**src/rtl/bis_pkg.sv**
```systemverilog
// Package of the bilinear image sampler: payload types, codes and defaults.
package bis_pkg;

  localparam int MaxColsDef  = 512;
  localparam int MaxRowsDef  = 512;
  localparam int FracBitsDef = 8;

  localparam int PosW = 17;
  localparam int PixW = 8;
  localparam int OutW = 24;
  localparam int DimW = 10;
  localparam int ApbW = 32;

  localparam logic [DimW-1:0] DimReset       = 10'd512;
  localparam logic [OutW-1:0] MaxSampleValue = 24'hFF0000;

  localparam logic FuncLoad      = 1'b0;
  localparam logic FuncSample    = 1'b1;
  localparam logic StatusOk      = 1'b0;
  localparam logic StatusOutside = 1'b1;
  localparam logic RegIdxWidth   = 1'b0;
  localparam logic RegIdxHeight  = 1'b1;

  typedef struct packed {
    logic            func;
    logic [PixW-1:0] pixel_value;
    logic [PosW-1:0] x_pos;
    logic [PosW-1:0] y_pos;
  } bis_cmd_t;

  typedef struct packed {
    logic [OutW-1:0] sample_value;
    logic            sample_status;
  } bis_res_t;

  typedef struct packed {
    logic valid;
    logic first;
    logic last;
  } bis_step_t;

endpackage

```
**src/rtl/bis_blend.sv**
```systemverilog
// Blend unit: weight product, pixel product, accumulation and output scaling.
module bis_blend #(
  parameter int FracBits = bis_pkg::FracBitsDef
) (
  input  logic                     clk_i,
  input  logic                     rst_ni,
  input  bis_pkg::bis_step_t       step_i,
  input  logic [FracBits:0]        wx_i,
  input  logic [FracBits:0]        wy_i,
  input  logic [bis_pkg::PixW-1:0] pix_i,
  output logic                     done_o,
  output logic [bis_pkg::OutW-1:0] value_o
);
  import bis_pkg::*;

  localparam int WtW = 2 * FracBits + 1;
  localparam int AccW = 2 * FracBits + PixW;
  localparam int ShL = (2 * FracBits <= 16) ? 16 - 2 * FracBits : 0;
  localparam int ShR = (2 * FracBits > 16) ? 2 * FracBits - 16 : 1;

  bis_step_t s1_q, s2_q;
  logic [WtW-1:0]  weight_q;
  logic [AccW-1:0] prod_q, acc_q, acc_sum;
  logic [OutW-1:0] scaled, value_q;
  logic            done_q;

  assign acc_sum = (s2_q.first ? '0 : acc_q) + prod_q;

  if (2 * FracBits <= 16) begin : g_shl
    assign scaled = OutW'(acc_sum) << ShL;
  end else begin : g_shr
    logic [AccW:0] rnd;
    assign rnd    = {1'b0, acc_sum} + (AccW+1)'(1 << (ShR - 1));
    assign scaled = OutW'(rnd >> ShR);
  end

  always_ff @(posedge clk_i or negedge rst_ni) begin
    if (!rst_ni) begin
      s1_q   <= '0;
      s2_q   <= '0;
      done_q <= 1'b0;
    end else begin
      s1_q   <= step_i;
      s2_q   <= s1_q;
      done_q <= s2_q.valid && s2_q.last;
    end
  end

  always_ff @(posedge clk_i) begin
    weight_q <= WtW'(WtW'(wx_i) * WtW'(wy_i));
    prod_q   <= AccW'(AccW'(weight_q) * AccW'(pix_i));
    if (s2_q.valid) begin
      acc_q <= acc_sum;
    end
    if (s2_q.valid && s2_q.last) begin
      value_q <= scaled;
    end
  end

  assign done_o  = done_q;
  assign value_o = value_q;

endmodule

```
**config.mk**
```make
export PLATFORM = sky130hd
export DESIGN_NAME = bis_blend
export DESIGN_NICKNAME = d
export VERILOG_FILES = /design/src/rtl/bis_pkg.sv /design/src/rtl/bis_blend.sv
export SDC_FILE = /design/constraint.sdc
export NUM_CORES = 1
export LEC_CHECK = 0
export BUFFER_PORTS_ARGS = -buffer_cell sky130_fd_sc_hd__buf_2
export CAP_MARGIN = 15
export CORE_MARGIN = 5
export CORE_UTILIZATION = 30
export DETAILED_ROUTE_END_ITERATION = 10
export GPL_ROUTABILITY_DRIVEN = 1
export PLACE_DENSITY = 0.55
export SLEW_MARGIN = 5
export SYNTH_ARGS = -nofsm -noshare
export SYNTH_HDL_FRONTEND = slang
export SYNTH_SLANG_ARGS = --single-unit
```
**constraint.sdc**
```tcl
create_clock -name clk_i -period 5.5 [get_ports clk_i]
set_input_delay 0.825 -clock clk_i [delete_from_list [all_inputs] [get_ports clk_i]]
set_output_delay 0.825 -clock clk_i [all_outputs]
set_load 0.01 [all_outputs]
```
==> results of run 1 <==
[worst paths after layout]
kind / endpoint / depth (start not counted)
worst max-delay path: prod_q[23] / 17
worst min register to register: s2_q[2] / 0
min in group clk_i: s2_q[2] / 0
worst min-delay path: s1_q[0] / 1
max in group asynchronous: s2_q[1] / 1
worst max register to register: prod_q[23] / 16
[final cells by class]
| type | count | area, um^2 | share of cell area |
|---|---|---|---|
| clock inverter | 7 | 92.6 | 0.00795 |
| sequential | 96 | 2440 | 0.209 |
| inverter | 185 | 694 | 0.0596 |
| timing repair buffer | 55 | 275 | 0.0236 |
| tap | 455 | 569 | 0.0489 |
| clock buffer | 9 | 225 | 0.0193 |
| multi-input combinational | 776 | 7350 | 0.631 |
[sequential cells by signal (all words and copies together), names as in the netlist]
signal,cells
acc_q,24
s1_q,3
weight_q,17
done_o,1
s2_q,3
value_o,24
prod_q,24
[per-layer routing]
layer,share of wire,vias to the layer above,routed length (um)
met1,0.50,3493,10500
met4,0.013,0,264
li1,-,3542,-
met2,0.47,85,9840
met5,0,-,0
met3,0.025,18,521
[cell usage in the layout (no fill, tap or decap), types with 9 or more instances in the layout]
master and instances:
sky130_fd_sc_hd__ha_1 102, sky130_fd_sc_hd__o21ai_0 27, sky130_fd_sc_hd__clkbuf_16 9, sky130_fd_sc_hd__edfxtp_1 48
sky130_fd_sc_hd__nand3_1 12, sky130_fd_sc_hd__a21oi_1 31, sky130_fd_sc_hd__fa_1 139, sky130_fd_sc_hd__xor2_1 11
sky130_fd_sc_hd__xnor2_1 42, sky130_fd_sc_hd__inv_1 185, sky130_fd_sc_hd__nand2_1 87, sky130_fd_sc_hd__buf_2 55
sky130_fd_sc_hd__nor2b_1 27, sky130_fd_sc_hd__and2_1 147, sky130_fd_sc_hd__a21o_1 27, sky130_fd_sc_hd__nor2_1 32
sky130_fd_sc_hd__dfxtp_1 41
[critical path, delay by kind of cell]
kind	cells	cell delay (ns)
simple gates	2	0.26
buf+inv	4	0.39
fa+ha+maj	5	2.32
xor+xnor	1	0.16
compound gates	5	1.11
[synth_stat cells, drive strengths merged, types with 3 or more instances]
library cell	count
buf	5
a21oi	31
nand2	87
and3	4
a31oi	8
and2	148
nor2b	27
o31ai	4
a211oi	8
dfxtp	41
xor2	11
o21a	7
nor3	6
o211ai	3
o21bai	8
dfrtp	7
fa	139
xnor2	42
nand3	12
inv	185
a221oi	3
clkbuf	18
ha	102
a21o	27
edfxtp	48
nand4	3
or2	4
nor2	32
nor4	4
o21ai	30
nand2b	5
[cells by family (layout without fill, tap and decap cells)]
kind of cell,Yosys count,in the layout,share of synthesized area
adders and majority gates,241,241,0.384
and+or+nand+nor,337,337,0.170
DFF,96,96,0.231
AOI/OAI and AO/OA,145,145,0.0974
xor gates and xnor gates,53,53,0.0439
buffers and inverters,208,256,0.0744
[per-stage QoR]
step | worst slack, ns | utilization | instance area (um^2)
2_1_floorplan | 0.650 | - | 10600
4_1_cts | 0.699 | 0.335 | 11600
5_1_grt | 0.393 | 0.335 | 11600
3_5_place_dp | 0.331 | 0.326 | 11300
6_report | 0.686 | 0.335 | 11600
3_3_place_gp | 0.378 | 0.326 | 11300
==> results.cfg, run 1 <==
[run_status]
run_status = completed

[yosys]
ys_ff_latch = 96
synth-async-reset-ratio = 0.0729
ys_top_cells_by_area = sky130_fd_sc_hd__fa_1, sky130_fd_sc_hd__edfxtp_1, sky130_fd_sc_hd__ha_1, sky130_fd_sc_hd__and2_1, sky130_fd_sc_hd__dfxtp_1
synthesis.area_per_instance_um2 = 9.79
yosys.cell_types.count = 56
yosysSeqAreaShare = 0.231
synth.top_cell.area_share = 0.263
synthFlopType = sky130_fd_sc_hd__edfxtp_1
netlist_area_um2 = 10600
netlist_instances = 1080
synth_enable_flop_cells = 48
synth.yosys.warnings = 0
cell_taking_the_most_area_after_synthesis = sky130_fd_sc_hd__fa_1
postSynthNetCount = 1352

[global_routing]
met3_usage = 0.0153
grt_pass1_wl_mm = 37.0
met1_routing_resource_usage_after_global_routing = 0.157
antenna_found_initial = 0
globalRoute.totalOverflow = 0
globalRouteMet2Util = 0.190
grt_start_max_net_pins = 26
globalRoute.busiestLayer = met2
overall_track_demand_over_capacity_in_global_routing = 0.113
grt_pass1_vias = 7591

[floorplanning]
die-area_um2 = 39100
die_h_um = 198
die_x_um = 198
boundaryPins = 56
fp.coreArea_um2 = 34700
fp-row-count = 68
initial_core_util = 0.305

[setup_path]
timing.rr.start = weight_q[4]
start_point_of_the_critical_path = pix_i[2]
critical_path_class = primary input to flip-flop
slowest_stage = sky130_fd_sc_hd__fa_1
worstPathCellList = buf_2 > nand2_1 > fa_1 > fa_1 > inv_1 > fa_1 > inv_1 > fa_1 > inv_1 > ha_1 > o21a_1 > o31a_2 > o21ai_1 > a211oi_1 > nor3_1 > o41ai_1 > xnor2_1
crit_top_cell = sky130_fd_sc_hd__fa_1
worstPathMaxFanout = 17
cp_slowest_stage_delay_ns = 0.55
worst_setup_path_start_kind = primary input
reg2reg_setup_slack_ns = 0.94
critical_path_required_ns = 5.78
cp-end-kind = flip-flop
arrival_ns = 5.09

[clock_tree]
postCtsResizedCells = 0
root_buffer = sky130_fd_sc_hd__clkbuf_16
cts_tree = yes
post_cts_buffers = 0
worst_path_clk_slew_ns = 0.07
postCtsHoldBufs = 0
numCtsBuffers = 9
htree_levels = 3
insertion_delay_ns = 0.36
cts-root-to-sink-buffers = 2
clkSinkCount = 96

[routing]
via_count_of_the_routed_design = 7138
routed_wire_length_per_instance_um = 13.3
initialDrtViolationCount = 276
detail_route.wirelength_mm = 21.1
vias_per_cell = 4.51
drc = 0
antenna_violation_net_count_after_detailed_routing = 0
firstDrtPassIters = 4

[timing]
rsz0062_at_grt = no
maximum_clock_frequency_mhz = 208
finalHoldWorstSlack_ns = 0.280
final.min_clock_period_ns = 4.81
timing.setup.tns_ns = 0
timing.slew.headroom = 0.243
worst_clock_skew_ns = 0.0110
report.final.setup_viol = 0
max_slew.worst_pin.slew_ns = 1.14
final-max-slew-violation-count = 0
final_min_period_over_clock_period = 0.875
timing_hold_violations_final = 0

[finish]
fillers = 3596
area_delta_synth_final_pct = 10.1
antennaDiodeCount = 0
drive_gt1_frac = 0.0771
non_filler_cells_final = 1583
final_net_count = 1395

[job]
max_cap_violations = 0

[placed_design]
io_buffers = 55
detailedPlacementHpwl_mm = 17.5
placedCellCount = 1567
place_congestion = 0.785

[hold_path]
hp-class = primary input to asynchronous set/reset pin
Power of run 1 is left out: the tool's default activity adds up to more than one toggle a clock period on the data nets, which glitch-free logic cannot reach.
==> run 2: changes to the inputs <==
--- a/config.mk
+++ b/config.mk
@@ -9,6 +9,7 @@
 export CAP_MARGIN = 15
 export CORE_MARGIN = 5
 export CORE_UTILIZATION = 30
+export CTS_BUF_LIST = sky130_fd_sc_hd__clkbuf_4 sky130_fd_sc_hd__clkbuf_8
 export DETAILED_ROUTE_END_ITERATION = 10
 export GPL_ROUTABILITY_DRIVEN = 1
 export PLACE_DENSITY = 0.55
==> run 2 against run 1 <==
Effect of this change:
- register-to-register slack lost 0.02 ns
- clock skew grew 0.0032 ns
- first-iteration DRC count grew 3.6%
- utilization shrank 0.29 points
- maximum frequency grew 0.72%
==> results.cfg, run 2 (same netlist as run 1, synthesis figures left out) <==
[setup_path]
crit_top_cell = sky130_fd_sc_hd__fa_1
worstPathMaxFanout = 17
arrival_ns = 5.08
worstPathCellList = buf_2 > nand2_1 > fa_1 > fa_1 > inv_1 > fa_1 > inv_1 > fa_1 > inv_1 > ha_1 > o21a_1 > o31a_2 > o21ai_1 > a211oi_1 > nor3_1 > o41ai_1 > xnor2_1
worst_setup_path_start_kind = primary input
cp-end-kind = flip-flop
cp_slowest_stage_delay_ns = 0.55
critical_path_required_ns = 5.80
critical_path_class = primary input to flip-flop
slowest_stage = sky130_fd_sc_hd__fa_1

[placed_design]
io_buffers = 55
detailedPlacementHpwl_mm = 17.5
place_congestion = 0.785

[floorplanning]
die_x_um = 198
die-area_um2 = 39100
fp-row-count = 68
initial_core_util = 0.305
fp.coreArea_um2 = 34700
die_h_um = 198
boundaryPins = 56

[routing]
firstDrtPassIters = 4
vias_per_cell = 4.50
initialDrtViolationCount = 286
drc = 0
routed_wire_length_per_instance_um = 13.3
via_count_of_the_routed_design = 7131
detail_route.wirelength_mm = 21.1
antenna_violation_net_count_after_detailed_routing = 0

[timing]
worst_clock_skew_ns = 0.0142
timing_hold_violations_final = 0
timing.slew.headroom = 0.234
final-max-slew-violation-count = 0
maximum_clock_frequency_mhz = 209
final.min_clock_period_ns = 4.78
report.final.setup_viol = 0
rsz0062_at_grt = no
final_min_period_over_clock_period = 0.869
max_slew.worst_pin.slew_ns = 1.15
timing.setup.tns_ns = 0

[run_status]
run_status = completed

[clock_tree]
numCtsBuffers = 9
worst_path_clk_slew_ns = 0.11
clkSinkCount = 96
postCtsHoldBufs = 0
htree_levels = 3
root_buffer = sky130_fd_sc_hd__clkbuf_8
insertion_delay_ns = 0.38
post_cts_buffers = 0
cts_tree = yes
postCtsResizedCells = 0
cts-root-to-sink-buffers = 2

[finish]
drive_gt1_frac = 0.0771
area_delta_synth_final_pct = 9.16
mostFrequentLayoutCell = sky130_fd_sc_hd__inv_1
fillers = 3609
seqCellArea_um2 = 2440
layout.cells.most_common_list = sky130_fd_sc_hd__inv_1, sky130_fd_sc_hd__and2_1, sky130_fd_sc_hd__fa_1, sky130_fd_sc_hd__ha_1, sky130_fd_sc_hd__nand2_1
antennaDiodeCount = 0
final_net_count = 1395
multiInputGateArea_um2 = 7350

[global_routing]
globalRoute.totalOverflow = 0
grt_start_max_net_pins = 26
grt_pass1_vias = 7578
antenna_found_initial = 0
grt_pass1_wl_mm = 36.9
overall_track_demand_over_capacity_in_global_routing = 0.112

[job]
max_cap_violations = 0

[hold_path]
hp-class = primary input to asynchronous set/reset pin
[run 2: metrics by stage]
stage	hold slack [ns]	util	setup WS [ns]	std cells	area [um^2]
floorplan	0.331	-	0.650	1080	10600
global placement	0.343	0.326	0.378	1567	11300
detailed placement	0.347	0.326	0.331	1567	11300
CTS	0.230	0.333	0.729	1583	11500
global route	0.242	0.333	0.407	1583	11500
finish	0.246	0.333	0.721	1583	11500
[run 2: critical path, delay by kind of cell]
family          cells  cell delay [ns]
fa+ha+maj           5             2.32
compound gates      5             1.13
buf+inv             4             0.39
xor+xnor            1             0.16
simple gates        2             0.25
[run 2: layer usage]
layer	up-vias	wire, um	GRT usage
met5	-	0	0
met4	0	269	0.0235
met3	20	522	0.0133
met2	90	9840	0.190
met1	3484	10500	0.156
li1	3537	-	-
[run 2: area by class of cell]
type | instances | share of cell area
Multi-Input combinational cell | 776 | 0.637
Clock inverter | 7 | 0.00802
Tap cell | 455 | 0.0493
Sequential cell | 96 | 0.211
Clock buffer | 9 | 0.0107
Inverter | 185 | 0.0602
Timing Repair Buffer | 55 | 0.0238
[run 2: path summary, 6_finish.rpt]
check / startpoint / to / slack (ns) / cells after the start
max: pix_i[2] / prod_q[23] / 0.72 / 17
min in group clk_i: s1_q[2] / s2_q[2] / 0.36 / 0
max reg2reg: weight_q[4] / prod_q[23] / 0.92 / 16
max in group asynchronous: rst_ni / s2_q[1] / 5.11 / 1
min reg2reg: s1_q[2] / s2_q[2] / 0.36 / 0
min: rst_ni / s1_q[0] / 0.25 / 1
Power of run 2 is left out for the same reason.
==> run 3: changes to the inputs <==
==> constraint.sdc (replaced) <==
create_clock -name clk_i -period 5.8 [get_ports clk_i]
set_input_delay 0.87 -clock clk_i [delete_from_list [all_inputs] [get_ports clk_i]]
set_output_delay 0.87 -clock clk_i [all_outputs]
set_load 0.01 [all_outputs]
==> run 3 against run 2 <==
Effect of this change:
- non-clock buffer count unchanged
- final area about the same
- setup slack improved by 0.26 ns
- register-to-register slack improved by 0.34 ns
- via count decreased by 0.97%
- final cell count unchanged
==> results.cfg, run 3 (same netlist as run 1, synthesis figures left out) <==
[floorplanning]
die_h_um = 198
fp-row-count = 68
initial_core_util = 0.305
die-area_um2 = 39100
die_x_um = 198
fp.coreArea_um2 = 34700
boundaryPins = 56

[finish]
area_delta_synth_final_pct = 9.18
drive_gt1_frac = 0.0771
antennaDiodeCount = 0
mostFrequentLayoutCell = sky130_fd_sc_hd__inv_1
finish.instance_area_um2 = 11500
final_net_count = 1395
fillers = 3637
layout.cells.most_common_list = sky130_fd_sc_hd__inv_1, sky130_fd_sc_hd__and2_1, sky130_fd_sc_hd__fa_1, sky130_fd_sc_hd__ha_1, sky130_fd_sc_hd__nand2_1

[timing]
maximum_clock_frequency_mhz = 207
timing.slew.headroom = 0.251
final.min_clock_period_ns = 4.82
rsz0062_at_grt = no
timing_hold_violations_final = 0
report.final.setup_viol = 0
final-max-slew-violation-count = 0
worst_clock_skew_ns = 0.0213
max_slew.worst_pin.slew_ns = 1.12
final_min_period_over_clock_period = 0.831
timing.setup.tns_ns = 0
setup_ws_ns = 0.980

[global_routing]
grt_pass1_vias = 7670
grt_pass1_wl_mm = 37.3
antenna_found_initial = 0
overall_track_demand_over_capacity_in_global_routing = 0.113
globalRoute.totalOverflow = 0
grt_start_max_net_pins = 26

[setup_path]
arrival_ns = 5.12
critical_path_class = primary input to flip-flop
worstPathMaxFanout = 17
cp-end-kind = flip-flop
worst_setup_path_start_kind = primary input
critical_path_required_ns = 6.10

[routing]
firstDrtPassIters = 4
antenna_violation_net_count_after_detailed_routing = 0
vias_per_cell = 4.46
drc = 0
via_count_of_the_routed_design = 7062
routed_wire_length_per_instance_um = 13.3
initialDrtViolationCount = 225
detail_route.wirelength_mm = 21.1

[clock_tree]
cts-root-to-sink-buffers = 2
insertion_delay_ns = 0.38
cts_tree = yes
htree_levels = 3
post_cts_buffers = 0
worst_path_clk_slew_ns = 0.11
numCtsBuffers = 9
postCtsHoldBufs = 0
root_buffer = sky130_fd_sc_hd__clkbuf_8
postCtsResizedCells = 0
clkSinkCount = 96

[placed_design]
place_congestion = 0.786
dp_slack_ns = 0.549
io_buffers = 55
detailedPlacementHpwl_mm = 17.6
place_area_um2 = 11300

[run_status]
run_status = completed

[hold_path]
hp-class = primary input to asynchronous set/reset pin

[job]
max_cap_violations = 0
-- run 3: cell types whose count changed in the layout (fill, tap and decap cells not counted), sizes merged --
cell    previous run  this run
clkinv             1         2
inv              190       189
-- run 3: layer usage --
layer / wire length, um / up-vias / track usage
li1: - / 3529 / -
met1: 10400 / 3418 / 0.156
met2: 9900 / 104 / 0.194
met3: 593 / 11 / 0.0146
met4: 188 / 0 / 0.0196
met5: 0 / - / 0
-- run 3: final cells by class --
| cell class | count | area, um^2 | share of cell area |
|---|---|---|---|
| clock buffer | 9 | 124 | 0.0107 |
| clock inverter | 7 | 95.1 | 0.00824 |
| inverter | 185 | 694 | 0.0601 |
| multi-input combinational | 776 | 7350 | 0.637 |
| sequential | 96 | 2440 | 0.211 |
| tap | 455 | 569 | 0.0493 |
| timing repair buffer | 55 | 275 | 0.0238 |
-- run 3: worst paths after layout --
check,slack [ns],to,cells past startpoint,start
setup / recovery,0.98,prod_q[23],17,pix_i[2]
hold / removal,0.29,s1_q[1],1,rst_ni
setup reg to reg,1.26,prod_q[23],16,weight_q[4]
hold reg to reg,0.36,s2_q[2],0,s1_q[2]
max in group asynchronous,5.36,s2_q[1],1,rst_ni
min in group clk_i,0.36,s2_q[2],0,s1_q[2]
-- run 3: worst max-delay path, cell delays in order --
cell and delay, ns:
sky130_fd_sc_hd__buf_2 0.25, sky130_fd_sc_hd__nand2_1 0.12, sky130_fd_sc_hd__fa_1 0.51, sky130_fd_sc_hd__fa_1 0.54
sky130_fd_sc_hd__inv_1 0.05, sky130_fd_sc_hd__fa_1 0.47, sky130_fd_sc_hd__inv_1 0.05, sky130_fd_sc_hd__fa_1 0.47
sky130_fd_sc_hd__inv_1 0.04, sky130_fd_sc_hd__ha_1 0.33, sky130_fd_sc_hd__o21a_1 0.14, sky130_fd_sc_hd__o31a_2 0.14
sky130_fd_sc_hd__o21ai_1 0.09, sky130_fd_sc_hd__a211oi_1 0.36, sky130_fd_sc_hd__nor3_1 0.13, sky130_fd_sc_hd__o41ai_1 0.38
sky130_fd_sc_hd__xnor2_1 0.16
-- run 3: per-stage QoR --
step                      instances  utilization  hold slack (ns)
after floorplan                1080            -            0.331
after global placement         1567        0.326            0.343
after detailed placement       1567        0.326            0.347
after CTS                      1583        0.333            0.277
after global routing           1583        0.333            0.279
final                          1583        0.333            0.292
Power of run 3 is left out for the same reason.
